--- config.mk ---
export PLATFORM = sky130hd
export DESIGN_NAME = utf8_text_color_markup_parser_unit
export DESIGN_NICKNAME = d
export VERILOG_FILES = /design/src/sv/utf8tcm_pkg.sv /design/src/sv/utf8_text_color_markup_parser_unit.sv /design/src/sv/utf8tcm_step.sv
export VERILOG_INCLUDE_DIRS = /design/src /design/src/sv
export SDC_FILE = /design/constraint.sdc
export NUM_CORES = 1
export LEC_CHECK = 0
export ABC_AREA = 1
export BUFFER_PORTS_ARGS = -buffer_cell sky130_fd_sc_hd__buf_2
export CAP_MARGIN = 10
export CORE_UTILIZATION = 50
export CTS_BUF_LIST = sky130_fd_sc_hd__clkbuf_8
export CTS_CLUSTER_SIZE = 10
export DETAILED_ROUTE_END_ITERATION = 10
export MAX_ROUTING_LAYER = met4
export PLACE_DENSITY = 0.71
export SETUP_SLACK_MARGIN = 0.05
export SLEW_MARGIN = 20
export SYNTH_ARGS = -nofsm -noshare
export SYNTH_HDL_FRONTEND = slang
export SYNTH_SLANG_ARGS = --single-unit
--- constraint.sdc ---
create_clock -name clk -period 11.1 [get_ports clk]
set_clock_uncertainty 0.2 [all_clocks]
set_input_delay 2.22 -clock clk [delete_from_list [all_inputs] [get_ports clk]]
set_output_delay 2.22 -clock clk [all_outputs]
set_load 0.01 [all_outputs]
--- src/sv/utf8_text_color_markup_parser_unit_assert.svh ---
// assertion macros for the utf8 text colour markup parser
// used by the top level only, no other dependencies
`ifndef UTF8_TEXT_COLOR_MARKUP_PARSER_UNIT_ASSERT_SVH
`define UTF8_TEXT_COLOR_MARKUP_PARSER_UNIT_ASSERT_SVH

`ifndef ASSERT_OFF
`define UTCM_ASSERT(lbl, prop, msg) \
  lbl: assert property (@(posedge clk) disable iff (!rst_n) (prop)) else $error(msg);
`define UTCM_ASSERT_RST(lbl, prop, msg) \
  lbl: assert property (@(posedge clk) (prop)) else $error(msg);
`else
`define UTCM_ASSERT(lbl, prop, msg)
`define UTCM_ASSERT_RST(lbl, prop, msg)
`endif

`endif

--- src/sv/utf8tcm_pkg.sv ---
// shared types and constants for the utf8 text colour markup parser
// no dependencies
package utf8tcm_pkg;

  localparam int unsigned TEXT_BYTE_W = 8;
  localparam int unsigned CP_W        = 21;
  localparam int unsigned COLOR_W     = 32;

  localparam logic [COLOR_W-1:0] DEFAULT_COLOR_RST = 32'hFFFF_FFFF;
  localparam logic [COLOR_W-1:0] ALPHA_FULL        = 32'hFF00_0000;

  localparam logic [CP_W-1:0] CP_SPACE = 21'h00_0020;
  localparam logic [CP_W-1:0] CP_CARET = 21'h00_005E;
  localparam logic [CP_W-1:0] CP_R     = 21'h00_0072;
  localparam logic [CP_W-1:0] CP_DIG0  = 21'h00_0030;
  localparam logic [CP_W-1:0] CP_DIG9  = 21'h00_0039;
  localparam logic [CP_W-1:0] CP_HEXA  = 21'h00_0061;
  localparam logic [CP_W-1:0] CP_HEXF  = 21'h00_0066;

  localparam logic [TEXT_BYTE_W-1:0] LEAD2_MASK = 8'b1110_0000;
  localparam logic [TEXT_BYTE_W-1:0] LEAD2_VAL  = 8'b1100_0000;
  localparam logic [TEXT_BYTE_W-1:0] LEAD3_MASK = 8'b1111_0000;
  localparam logic [TEXT_BYTE_W-1:0] LEAD3_VAL  = 8'b1110_0000;
  localparam logic [TEXT_BYTE_W-1:0] LEAD4_MASK = 8'b1111_1000;
  localparam logic [TEXT_BYTE_W-1:0] LEAD4_VAL  = 8'b1111_0000;

  localparam logic KIND_GLYPH = 1'b0;
  localparam logic KIND_SPACE = 1'b1;

  typedef enum logic [4:0] {
    MODE_NORMAL = 5'b00001,
    MODE_CARET  = 5'b00010,
    MODE_DIG1   = 5'b00100,
    MODE_DIG2   = 5'b01000,
    MODE_DIG3   = 5'b10000
  } mode_t;

  typedef struct packed {
    logic               stopped;
    mode_t              mode;
    logic [1:0]         pending;
    logic [CP_W-1:0]    acc;
    logic [COLOR_W-1:0] color;
  } prs_state_t;

  typedef struct packed {
    logic               valid;
    logic               kind;
    logic [CP_W-1:0]    cp;
    logic [COLOR_W-1:0] color;
  } prs_result_t;

endpackage

--- src/sv/utf8_text_color_markup_parser_unit.sv ---
// top level of the utf8 text colour markup parser: input register, step logic,
// result register; depends on utf8tcm_pkg, utf8tcm_step and the assertion header
// path: a byte is held in the input register, and its result in the result register
// throughput: one byte per cycle, the per-byte state update is a single step
// no stall unless the result register is full and out_tready is low
// reset (rst_n low, synchronous): registers empty, default colour 0xFFFFFFFF
`include "utf8_text_color_markup_parser_unit_assert.svh"
module utf8_text_color_markup_parser_unit
  import utf8tcm_pkg::*;
(
  input  logic                clk,
  input  logic                rst_n,
  input  logic                cfg_valid,
  output logic                cfg_ready,
  input  logic [COLOR_W-1:0]  cfg_data,   // default_color
  input  logic                in_tvalid,
  output logic                in_tready,
  input  logic [7:0]          in_tdata,   // text_byte
  output logic                out_tvalid,
  input  logic                out_tready,
  output logic [55:0]         out_tdata,  // code_point [20:0], draw_color_out [52:21], zero
  output logic                out_tuser   // event_kind
);

  logic [COLOR_W-1:0]     default_color_r;
  logic                   in_valid_r;
  logic [TEXT_BYTE_W-1:0] in_byte_r;
  prs_state_t             state_r;
  prs_state_t             state_nxt;
  prs_result_t            res;
  logic                   out_valid_r;
  logic                   out_kind_r;
  logic [CP_W-1:0]        out_cp_r;
  logic [COLOR_W-1:0]     out_color_r;
  logic                   proc_fire;

  assign cfg_ready = 1'b1;
  assign proc_fire = in_valid_r && (!out_valid_r || out_tready);
  assign in_tready = !in_valid_r || proc_fire;

  always_ff @(posedge clk) begin
    if (!rst_n) begin
      default_color_r <= DEFAULT_COLOR_RST;
    end else if (cfg_valid) begin
      default_color_r <= cfg_data;
    end
  end

  always_ff @(posedge clk) begin
    if (!rst_n) begin
      in_valid_r <= 1'b0;
    end else if (in_tready) begin
      in_valid_r <= in_tvalid;
    end
  end

  always_ff @(posedge clk) begin
    if (in_tvalid && in_tready) begin
      in_byte_r <= in_tdata;
    end
  end

  utf8tcm_step u_step (
    .text_byte     (in_byte_r),
    .default_color (default_color_r),
    .cur           (state_r),
    .nxt           (state_nxt),
    .res           (res)
  );

  always_ff @(posedge clk) begin
    if (!rst_n) begin
      state_r <= '{stopped: 1'b0, mode: MODE_NORMAL, pending: 2'd0, acc: '0,
                   color: DEFAULT_COLOR_RST};
    end else if (proc_fire) begin
      state_r <= state_nxt;
    end
  end

  always_ff @(posedge clk) begin
    if (!rst_n) begin
      out_valid_r <= 1'b0;
    end else if (proc_fire) begin
      out_valid_r <= res.valid;
    end else if (out_tready) begin
      out_valid_r <= 1'b0;
    end
  end

  always_ff @(posedge clk) begin
    if (proc_fire && res.valid) begin
      out_kind_r  <= res.kind;
      out_cp_r    <= res.cp;
      out_color_r <= res.color;
    end
  end

  assign out_tvalid = out_valid_r;
  assign out_tuser  = out_kind_r;
  assign out_tdata  = {3'b000, out_color_r, out_cp_r};

  `UTCM_ASSERT_RST(a_rst_empty, !rst_n |=> !out_tvalid, "result register not empty after reset")
  `UTCM_ASSERT(a_stopped_silent,
    (proc_fire && state_r.stopped && in_byte_r != '0) |=> !out_valid_r,
    "result while stopped")
  `UTCM_ASSERT(a_space_cp,
    (proc_fire && res.valid && res.kind == KIND_SPACE) |=> (out_cp_r == CP_SPACE),
    "space item with wrong code point")
  `UTCM_ASSERT(a_zero_restart,
    (proc_fire && in_byte_r == '0) |=> (state_r.color == $past(default_color_r) &&
      !state_r.stopped && state_r.mode == MODE_NORMAL),
    "zero byte did not restart text")

endmodule

--- src/sv/utf8tcm_step.sv ---
// one text byte step: utf8 decode, markup mode and colour update, result
// depends on utf8tcm_pkg
module utf8tcm_step
  import utf8tcm_pkg::*;
(
  input  logic [TEXT_BYTE_W-1:0] text_byte,
  input  logic [COLOR_W-1:0]     default_color,
  input  prs_state_t             cur,
  output prs_state_t             nxt,
  output prs_result_t            res
);

  logic            have_cp;
  logic            end_now;
  logic            is_dig;
  logic            is_hex;
  logic            build;
  logic [3:0]      hex_val;
  logic [CP_W-1:0] cp;
  logic [CP_W-1:0] acc_n;
  logic [1:0]      pend_n;
  prs_state_t      dec_st;

  assign is_dig = (cur.mode == MODE_DIG1) || (cur.mode == MODE_DIG2) ||
                  (cur.mode == MODE_DIG3);
  assign acc_n  = {cur.acc[CP_W-7:0], text_byte[5:0]};
  assign pend_n = cur.pending - 2'd1;

  always_comb begin
    have_cp = 1'b0;
    end_now = 1'b0;
    cp      = '0;
    dec_st  = cur;
    if (text_byte != '0 && !cur.stopped) begin
      if (cur.pending == 2'd0) begin
        if (!text_byte[7]) begin
          cp      = {{(CP_W-TEXT_BYTE_W){1'b0}}, text_byte};
          have_cp = 1'b1;
        end else if ((text_byte & LEAD2_MASK) == LEAD2_VAL) begin
          dec_st.acc     = {{(CP_W-5){1'b0}}, text_byte[4:0]};
          dec_st.pending = 2'd1;
        end else if ((text_byte & LEAD3_MASK) == LEAD3_VAL) begin
          dec_st.acc     = {{(CP_W-4){1'b0}}, text_byte[3:0]};
          dec_st.pending = 2'd2;
        end else if ((text_byte & LEAD4_MASK) == LEAD4_VAL) begin
          dec_st.acc     = {{(CP_W-3){1'b0}}, text_byte[2:0]};
          dec_st.pending = 2'd3;
        end else begin
          end_now = 1'b1;
        end
      end else begin
        dec_st.pending = pend_n;
        if (pend_n == 2'd0) begin
          cp         = acc_n;
          have_cp    = 1'b1;
          dec_st.acc = '0;
        end else begin
          dec_st.acc = acc_n;
        end
      end
      if (have_cp && cp == '0) begin
        have_cp = 1'b0;
        end_now = 1'b1;
      end
    end
  end

  // hex digit detection on the decoded code point
  always_comb begin
    is_hex  = 1'b0;
    hex_val = '0;
    if (cp >= CP_DIG0 && cp <= CP_DIG9) begin
      is_hex  = 1'b1;
      hex_val = cp[3:0];
    end else if (cp >= CP_HEXA && cp <= CP_HEXF) begin
      is_hex  = 1'b1;
      hex_val = cp[3:0] + 4'd9;
    end
  end

  prs_state_t  st_cp;
  prs_result_t res_cp;

  always_comb begin
    st_cp  = dec_st;
    res_cp = '0;
    build  = 1'b0;
    case (cur.mode)
      MODE_CARET: begin
        if (cp == CP_R) begin
          st_cp.color = default_color;
          st_cp.mode  = MODE_NORMAL;
        end else begin
          build = 1'b1;
        end
      end
      MODE_DIG1, MODE_DIG2: begin
        build = 1'b1;
      end
      MODE_DIG3: begin
        st_cp.color = cur.color | ALPHA_FULL;
        st_cp.mode  = MODE_NORMAL;
        res_cp      = '{valid: 1'b1, kind: KIND_GLYPH, cp: cp, color: st_cp.color};
      end
      default: begin
        st_cp.mode = MODE_NORMAL;
        if (cp == CP_SPACE) begin
          res_cp = '{valid: 1'b1, kind: KIND_SPACE, cp: CP_SPACE, color: cur.color};
        end else if (cp == CP_CARET) begin
          st_cp.color = '0;
          st_cp.mode  = MODE_CARET;
        end else begin
          res_cp = '{valid: 1'b1, kind: KIND_GLYPH, cp: cp, color: cur.color};
        end
      end
    endcase
    if (build) begin
      if (is_hex) begin
        st_cp.color = (cur.color >> 8) | {8'h00, hex_val, hex_val, 16'h0000};
        case (cur.mode)
          MODE_CARET: st_cp.mode = MODE_DIG1;
          MODE_DIG1:  st_cp.mode = MODE_DIG2;
          default:    st_cp.mode = MODE_DIG3;
        endcase
      end else begin
        st_cp.color = (cur.color >> 8) | ALPHA_FULL;
        st_cp.mode  = MODE_NORMAL;
        res_cp      = '{valid: 1'b1, kind: KIND_GLYPH, cp: cp, color: st_cp.color};
      end
    end
  end

  prs_state_t final_st;

  always_comb begin
    final_st = dec_st;
    res      = '0;
    if (text_byte == '0) begin
      if (!cur.stopped && is_dig) begin
        res = '{valid: 1'b1, kind: KIND_GLYPH, cp: '0, color: cur.color | ALPHA_FULL};
      end
      final_st = '{stopped: 1'b0, mode: MODE_NORMAL, pending: 2'd0, acc: '0,
                   color: default_color};
    end else if (end_now) begin
      if (is_dig) begin
        res = '{valid: 1'b1, kind: KIND_GLYPH, cp: '0, color: cur.color | ALPHA_FULL};
        final_st.color = cur.color | ALPHA_FULL;
      end
      final_st.mode    = MODE_NORMAL;
      final_st.pending = 2'd0;
      final_st.acc     = '0;
      final_st.stopped = 1'b1;
    end else if (have_cp) begin
      final_st = st_cp;
      res      = res_cp;
    end
  end

  assign nxt = final_st;

endmodule

==> results.cfg, run 1 <==
[synthesis]
ys_seq_elements = 151
synth_warnings = 0
ys_seq_area_share_pct = 46.9
syn_area_per_cell_um2 = 7.34
synth_cells = 1059
synthesis.area_um2 = 7770
ys_types = 32

[clock_tree]
clk_pin_slew_ns = 0.09
clock_latency_ns = 0.46
cts_tree = done
cts_setup_buffers = 0
cts.sinks = 151
cts_root_buf = clkbuf_8
cts_max_path_buffers = 2
ctsResizeCount = 0
htreeDepth = 4
cts_inserted_buffers = 17
hold_buffers = 0

[drt]
wl_um = 20600
via_count = 7192
remaining_drc_errors = 0
drtIter0Drc = 798
first_pass_iters = 5
wire_per_inst_um = 15.5
ant_nets = 0
vias_per_cell = 5.41

[power_and_ir_drop]
p_int_uw = 933
pwr-share-comb_pct = 16.3
seqPwrFrac_pct = 48.5
swShare_pct = 28.8
p_switching_uw = 377
power_density_nw_per_um2 = 151
clockPowerShare_pct = 35.3
p_leak_uw = 0.00396
ir_drop_v = 0.0000867

[global_route]
grt_pass1_vias = 6255
grt-busiest-layer = met1
grt_util_met2_pct = 35.9
overflow = 0
grt_pass1_wl_um = 33300
gr-usage-met1_pct = 42.4
grtUsageMet3_pct = 5.44
antenna_found_initial = 1
gr-usage-all-layers_pct = 27.5
grt_max_degree = 55

[floorplanning]
dieHeight_um = 127
fp.coreArea_um2 = 15200
die_x_um = 127
io_pins = 105
placementRows = 45
dieArea_um2 = 16100
initial_core_util_pct = 51.1

[placement]
place_hpwl_um = 14700
portBuffers = 100
dpl.cell_count = 1296
placed_area_um2 = 8270
place_congestion = 0.939

[worst_setup_path]
cp.arrival_ns = 5.99
required_ns = 10.98
reg2regPathDepth = 22
crit_path_start_kind = register
endpoint_kind = register
critical_path_class = register to register
crit_fanout = 54

[sta]
hold_viol = 0
setup-violations-final = 0
whs_ns = 0.271
fmax_mhz = 164
relSlewSlack_pct = 30.7
drv_slew = 0
worstMarginPinSlew_ns = 1.04
tns_ns = 0
period_needed_ns = 6.11
fin_crit_sh_pct = 55.0
rsz0062_at_grt = false

[worst_hold_path]
hp-class = register to register
whs_path_depth = 2

[finish]
post-route-cell-area_um2 = 8700
drive_above_1_share_pct = 14.6
final_cell_count_no_fill = 1329
fillCellCount = 1488
fin_nets = 1176
syn_to_final_growth_pct = 11.9
seq_area_um2 = 3640
multi_input_area_um2 = 3420

[run_status]
status = completed

[run]
drv_cap = 0
## cells in the mapped netlist, drive strengths merged
cell type	count	area (um^2)
nor2	80	325
nor3b	1	7.51
nand4	7	43.8
clkinv	1	3.75
o21ai	81	428
nand2	297	1130
or2	2	12.5
edfxtp	62	1860
dfxtp	89	1780
clkbuf	31	116
nor3	15	75.1
buf	27	170
o211ai	24	180
ha	4	50.1
inv	115	432
nand3	116	586
a211oi	8	60.1
o2111ai	2	17.5
a21oi	94	478
conb	2	7.51
o22ai	1	6.26
## critical path, cell delays in order, from the launching register on
cell and delay, ns:
edfxtp_1 0.56, inv_2 0.07, nand2_1 0.09, nor2_1 0.05
nand2_1 0.06, buf_4 0.31, nand2_2 0.26, inv_1 0.36
nand2_1 0.21, nor2_1 0.37, inv_1 0.13, ha_1 0.22
nand2_1 0.07, nor2_1 0.05, nand2_1 0.12, o21ai_4 0.15
inv_2 0.60, nand3_2 0.57, nand2_1 0.21, nand2_2 0.10
nand3_1 0.09, nand2_1 0.10, inv_2 0.75
## area by class of cell
| class | count | area share [%] |
|---|---|---|
| Sequential cell | 151 | 41.9 |
| Multi-Input combinational cell | 736 | 39.3 |
| Timing Repair Buffer | 105 | 6.18 |
| Inverter | 116 | 5.00 |
| Clock buffer | 18 | 2.85 |
| Tap cell | 188 | 2.70 |
| Clock inverter | 14 | 2.09 |
| Antenna cell | 1 | 0.0288 |
## power groups by stage
stage	Clock (uW)	Combinational [uW]	Sequential (uW)
after floorplan	0	141	652
after global placement	0	210	647
after detailed placement	0	210	647
after CTS	468	211	634
after global routing	491	239	638
final	462	213	635
## logic make-up (layout without fill, tap and decap cells)
family | count (synthesis) | after routing | share of synthesized area [%]
compound gates | 210 | 210 | 15.0
flops | 151 | 151 | 46.9
buf+inv | 174 | 253 | 9.29
fa+ha+maj | 4 | 4 | 0.644
simple gates | 518 | 518 | 28.1
other cells | 2 | 5 | 0.0966
## path summary, 6_finish.rpt
check,start,endpoint,slack [ns]
setup / recovery,in_byte_r[5],out_cp_r[11],4.99
hold / removal,state_r[42],state_r[42],0.27
setup reg to reg,in_byte_r[5],out_cp_r[11],4.99
hold reg to reg,state_r[42],state_r[42],0.27
## layout by cell type, fill, tap and decap left out, types with 24 or more instances in the layout
master / instances
buf_2: 100
nor2_1: 76
edfxtp_1: 62
dfxtp_1: 89
a21oi_1: 92
o211ai_1: 24
nand3_1: 115
nand2_1: 290
o21ai_0: 71
inv_1: 104
## layer usage
metal  wire length [um]  up-vias
met5                  0        -
met4                235        0
met3               1880       25
met2               8100      319
met1              10400     3209
li1                   -     3639
## per-stage QoR
stage          utilization [%]  setup slack, ns  total power, uW
3_3_place_gp              54.4             5.39              856
2_1_floorplan                -             6.28              793
5_1_grt                   57.2             4.48             1370
3_5_place_dp              54.4             5.09              857
4_1_cts                   57.2             5.05             1310
6_report                  57.2             4.99             1310
## flip-flops by register name (all words and copies together), names as in the netlist
name / count
out_tuser: 1
out_cp_r: 21
default_color_r: 32
out_color_r: 32
in_byte_r: 8
state_r: 55
out_tvalid: 1
in_valid_r: 1
Note: power is estimated with default switching activity, not from simulation.
==> inputs of run 2 (changes only) <==
PLACE_DENSITY = 0.74   (was 0.71)
clock period = 5.45 ns   (was 11.1 ns; I/O delays follow)
==> run 2 against run 1 <==
  * First-iteration DRC count rose by 25%
  * Fmax rose by 31%
  * Critical endpoint is now out_cp_r[10]
  * Largest cell class unchanged
  * Clock-buffer cell count is 1 higher
  * Die area did not move
  * Critical path depth up 2
  * Clock power up 89%
==> results.cfg, run 2 (synthesis results as in run 1) <==
[run_status]
status = completed

[worst_setup_path]
critical_path_class = register to register
cp.arrival_ns = 4.58
cp_num_buf_inv = 6
crit_top_cell = nand2_1
crit_path_start_kind = register
cp_top_family = simple AND/OR/NAND/NOR gates
endpoint_kind = register
worstPathCellList = inv_2, nand2_1, nor2_1, nand2_1, nand2_2, inv_1, nand2_1, nor2_1, inv_1, ha_1, inv_1, nor2_1, nand3_1, nor2_1, nand3_1, nand2_1, nand2_1, nand3_2, nand2_1, nand2_2, nand3_1, nand2_1, inv_2, buf_12
required_ns = 5.38
max_stage_delay_ns = 0.54
crit_fanout = 48
crit_slowest_cell = edfxtp_1

[floorplanning]
io_pins = 105
initial_core_util_pct = 51.1
fp.coreArea_um2 = 15200
die_x_um = 127
dieArea_um2 = 16100
dieHeight_um = 127
placementRows = 45

[power_and_ir_drop]
ir_drop_v = 0.000139
power_density_nw_per_um2 = 298
pwr-share-comb_pct = 16.7
seqPwrFrac_pct = 49.8
swShare_pct = 28.3
p_int_uw = 1860
clockPowerShare_pct = 33.6
p_switching_uw = 736
power_uw = 2600
p_leak_uw = 0.00398

[sta]
worstMarginPinSlew_ns = 1.10
rsz0062_at_grt = false
setup-violations-final = 0
fmax_mhz = 215
relSlewSlack_pct = 26.6
drv_slew = 0
tns_ns = 0
hold_viol = 0
period_needed_ns = 4.65
fin_ws_ns = 0.802
fin_crit_sh_pct = 85.3

[global_route]
overflow = 0
grt_pass1_wl_um = 32900
antenna_found_initial = 1
grt_max_degree = 54
grt_pass1_vias = 6419
gr-usage-all-layers_pct = 27.0

[clock_tree]
clock_latency_ns = 0.45
cts_tree = done
cts_max_path_buffers = 2
hold_buffers = 0
cts_inserted_buffers = 17
clk_pin_slew_ns = 0.07
ctsResizeCount = 0
cts_setup_buffers = 0
cts_root_buf = clkbuf_8
htreeDepth = 4
cts.sinks = 151

[finish]
reg.largest.list = state_r (55), default_color_r (32), out_color_r (32)
final_common_cell = nand2_1
top_register = state_r
layout_common_cells = 290 x nand2_1, 115 x nand3_1, 106 x inv_1
multi_input_area_um2 = 3420
largest_reg_flops = 55
seq_area_um2 = 3640
post-route-cell-area_um2 = 8720
fin_nets = 1180
syn_to_final_growth_pct = 12.1
drive_above_1_share_pct = 14.6
fillCellCount = 1454
final_util_pct = 57.3

[drt]
drtIter0Drc = 995
via_count = 7234
dr_wl_met3_um = 1950
wl_met2_um = 8320
wl_met1_um = 9980
top_layer = met4
wl_um = 20600
wire_per_inst_um = 15.4
remaining_drc_errors = 0
first_pass_iters = 5
ant_nets = 0
vias_per_cell = 5.43

[placement]
place_congestion = 0.924
dp_slack_ns = 0.931
place_hpwl_um = 14700
portBuffers = 100
placed_area_um2 = 8310

[worst_hold_path]
hp-class = register to register

[run]
drv_cap = 0
run 2: metal layers:
layer	GRT usage, %	vias to the layer above
li1	-	3631
met1	39.7	3236
met2	36.8	341
met3	6.58	26
met4	7.14	0
met5	-	-
run 2: worst paths after layout:
kind | from | endpoint | slack, ns | cells after the start
max reg2reg | in_byte_r[5] | out_cp_r[10] | 0.80 | 24
max | in_byte_r[5] | out_cp_r[10] | 0.80 | 24
min | state_r[27] | state_r[27] | 0.28 | 2
min reg2reg | state_r[27] | state_r[27] | 0.28 | 2
run 2: per-stage QoR:
step	instances	hold slack, ns
2_1_floorplan	1061	0.233
3_3_place_gp	1300	0.245
3_5_place_dp	1300	0.261
4_1_cts	1331	0.278
5_1_grt	1332	0.308
6_report	1332	0.282
run 2: final cells by class:
type	count	share of cell area (%)
Sequential cell	151	41.8
Multi-Input combinational cell	736	39.2
Timing Repair Buffer	109	6.66
Inverter	116	5.00
Clock buffer	19	3.00
Tap cell	188	2.70
Clock inverter	12	1.61
Antenna cell	1	0.0287
run 2: power by group through the flow:
stage	registers, uW	clock network (uW)	logic (uW)
after floorplan	1330	0	288
after global placement	1320	0	425
after detailed placement	1320	0	426
after CTS	1290	885	428
after global routing	1300	937	485
final	1290	872	434
run 2: tightest hold or removal path, delay by kind of cell (launching register included):
| kind | cells | cell delay, ns |
|---|---|---|
| DFF | 1 | 0.34 |
| AOI/OAI and AO/OA | 1 | 0.07 |
| and+or+nand+nor | 1 | 0.05 |
==> inputs of run 3 (changes only) <==
--- a/config.mk
+++ b/config.mk
@@ -12,4 +12,5 @@
 export CORE_UTILIZATION = 50
 export CTS_BUF_LIST = sky130_fd_sc_hd__clkbuf_8
+export CTS_CLUSTER_DIAMETER = 150
 export CTS_CLUSTER_SIZE = 10
 export DETAILED_ROUTE_END_ITERATION = 10
==> constraint.sdc (replaced) <==
create_clock -name clk -period 5.45 [get_ports clk]
set_clock_uncertainty 0.2 [all_clocks]
set_input_delay 0.2725 -clock clk [delete_from_list [all_inputs] [get_ports clk]]
set_output_delay 0.2725 -clock clk [all_outputs]
set_load 0.01 [all_outputs]
==> run 3 against run 2 <==
  * Non-clock buffer count up 42
  * Critical path depth unchanged
  * Fmax up 0.45%
==> results.cfg, run 3 (synthesis results as in run 1) <==
[placement]
place_congestion = 0.924
dp_slack_ns = 0.931
portBuffers = 100
place_hpwl_um = 14700

[finish]
seq_area_um2 = 3640
final_common_cell = nand2_1
largest_reg_flops = 55
layout_common_cells = 290 x nand2_1, 115 x nand3_1, 106 x inv_1
top_register = state_r
fin_nets = 1222
drive_above_1_share_pct = 14.1
fillCellCount = 1408
syn_to_final_growth_pct = 17.5
multi_input_area_um2 = 3420
reg.largest.list = state_r (55), default_color_r (32), out_color_r (32)

[worst_setup_path]
cp_num_buf_inv = 6
crit_cells = 24
r2r-start = in_byte_r[5]
reg2regPathDepth = 24
cp.arrival_ns = 4.56
crit_slowest_cell = edfxtp_1
crit_fanout = 48
endpoint_kind = register
critical_path_class = register to register
required_ns = 5.38
cp_top_family = simple AND/OR/NAND/NOR gates
max_stage_delay_ns = 0.53
crit_path_start_kind = register
crit_top_cell = nand2_1
r2r-end = out_cp_r[10]
rrSetupSlack_ns = 0.82
worstPathCellList = inv_2, nand2_1, nor2_1, nand2_1, nand2_2, inv_1, nand2_1, nor2_1, inv_1, ha_1, inv_1, nor2_1, nand3_1, nor2_1, nand3_1, nand2_1, nand2_1, nand3_2, nand2_1, nand2_2, nand3_1, nand2_1, inv_2, buf_12

[global_route]
grt_pass1_vias = 6685
grt_max_degree = 54
antenna_found_initial = 1
grt_pass1_wl_um = 34000
gr-usage-all-layers_pct = 27.9
overflow = 0

[worst_hold_path]
whs_path_depth = 2
hold-path-endpoint = state_r[22]
min_from = rst_n
hp-class = input port to register

[floorplanning]
dieHeight_um = 127
dieArea_um2 = 16100
io_pins = 105
placementRows = 45
fp.coreArea_um2 = 15200
initial_core_util_pct = 51.1
die_x_um = 127

[drt]
wire_per_inst_um = 15.5
ant_nets = 0
vias_per_cell = 5.45
drtIter0Drc = 872
wl_um = 21300
remaining_drc_errors = 0
first_pass_iters = 7
via_count = 7495

[clock_tree]
cts_root_buf = clkbuf_8
cts.sinks = 151
cts_inserted_buffers = 17
clk_pin_slew_ns = 0.08
ctsResizeCount = 0
clock_latency_ns = 0.45
htreeDepth = 4
cts_max_path_buffers = 2
cts_tree = done

[power_and_ir_drop]
ir_drop_v = 0.000140
power_density_nw_per_um2 = 287
p_leak_uw = 0.00415

[sta]
period_needed_ns = 4.63
fmax_mhz = 216
rsz0062_at_grt = false
worstMarginPinSlew_ns = 1.11
relSlewSlack_pct = 25.7
drv_slew = 0
fin_crit_sh_pct = 84.9
setup-violations-final = 0
hold_viol = 0
tns_ns = 0
fin_ws_ns = 0.823

[run]
drv_cap = 0

[run_status]
status = completed
==> run 3: cell count changes in the layout (fill, tap and decap cells not counted), sizes merged <==
| cell | delta |
|---|---|
| dlygate4sd3 | +42 |
==> run 3: worst reg2reg max path: stages (launching register included) <==
cell and delay [ns]:
edfxtp_1 0.53, inv_2 0.06, nand2_1 0.10, nor2_1 0.06, nand2_1 0.09, nand2_2 0.17, inv_1 0.34, nand2_1 0.21
nor2_1 0.37, inv_1 0.12, ha_1 0.22, inv_1 0.06, nor2_1 0.03, nand3_1 0.08, nor2_1 0.05, nand3_1 0.06
nand2_1 0.08, nand2_1 0.15, nand3_2 0.40, nand2_1 0.20, nand2_2 0.09, nand3_1 0.08, nand2_1 0.10, inv_2 0.17
buf_12 0.27
==> run 3: how the worst max path moves through the flow <==
stage,start,to,slack (ns)
2_1_floorplan,in_byte_r[7],out_color_r[0],1.34
3_3_place_gp,in_byte_r[5],out_color_r[7],1.07
3_5_place_dp,in_byte_r[5],out_color_r[10],0.93
4_1_cts,in_byte_r[5],out_cp_r[10],0.90
5_1_grt,in_byte_r[5],out_cp_r[10],0.44
6_report,in_byte_r[5],out_cp_r[10],0.82
==> run 3: layer usage <==
layer / part of all wire, % / vias up / GRT usage (%)
met4: 1.6 / 0 / 7.35
met2: 41 / 358 / 38.7
met3: 8.8 / 35 / 6.66
met5: 0 / - / -
li1: - / 3716 / -
met1: 48 / 3386 / 40.5
==> run 3: power by group <==
part	switching, uW	total (uW)	internal [uW]	leakage [uW]
registers	32.8	1290	1260	0.00130
logic	305	458	154	0.00264
clock network	405	872	468	0.000217
total	742	2620	1880	0.00415
==> run 3: what timing repair did <==
item,CTS,global route
endpoints found under the hold margin,41,0
hold buffers,42,0
setup buffers,0,0
==> run 3: metrics by stage <==
step	util (%)	power, uW	hold WS [ns]	instances	instance area, um^2
after detailed placement	54.7	1740	0.258	1300	8310
after floorplan	-	1620	0.171	1061	7780
after CTS	60.1	2630	0.127	1373	9130
after global placement	54.7	1740	0.245	1300	8310
final	60.1	2620	0.157	1374	9140
after global routing	60.1	2750	0.146	1374	9140
==> run 3: area by class of cell <==
| type | count | area share, % |
|---|---|---|
| clock inverter | 12 | 1.53 |
| inverter | 116 | 4.77 |
| multi-input combinational | 736 | 37.4 |
| clock buffer | 19 | 2.86 |
| antenna | 1 | 0.0274 |
| timing repair buffer | 151 | 11.0 |
| tap | 188 | 2.57 |
| sequential | 151 | 39.9 |
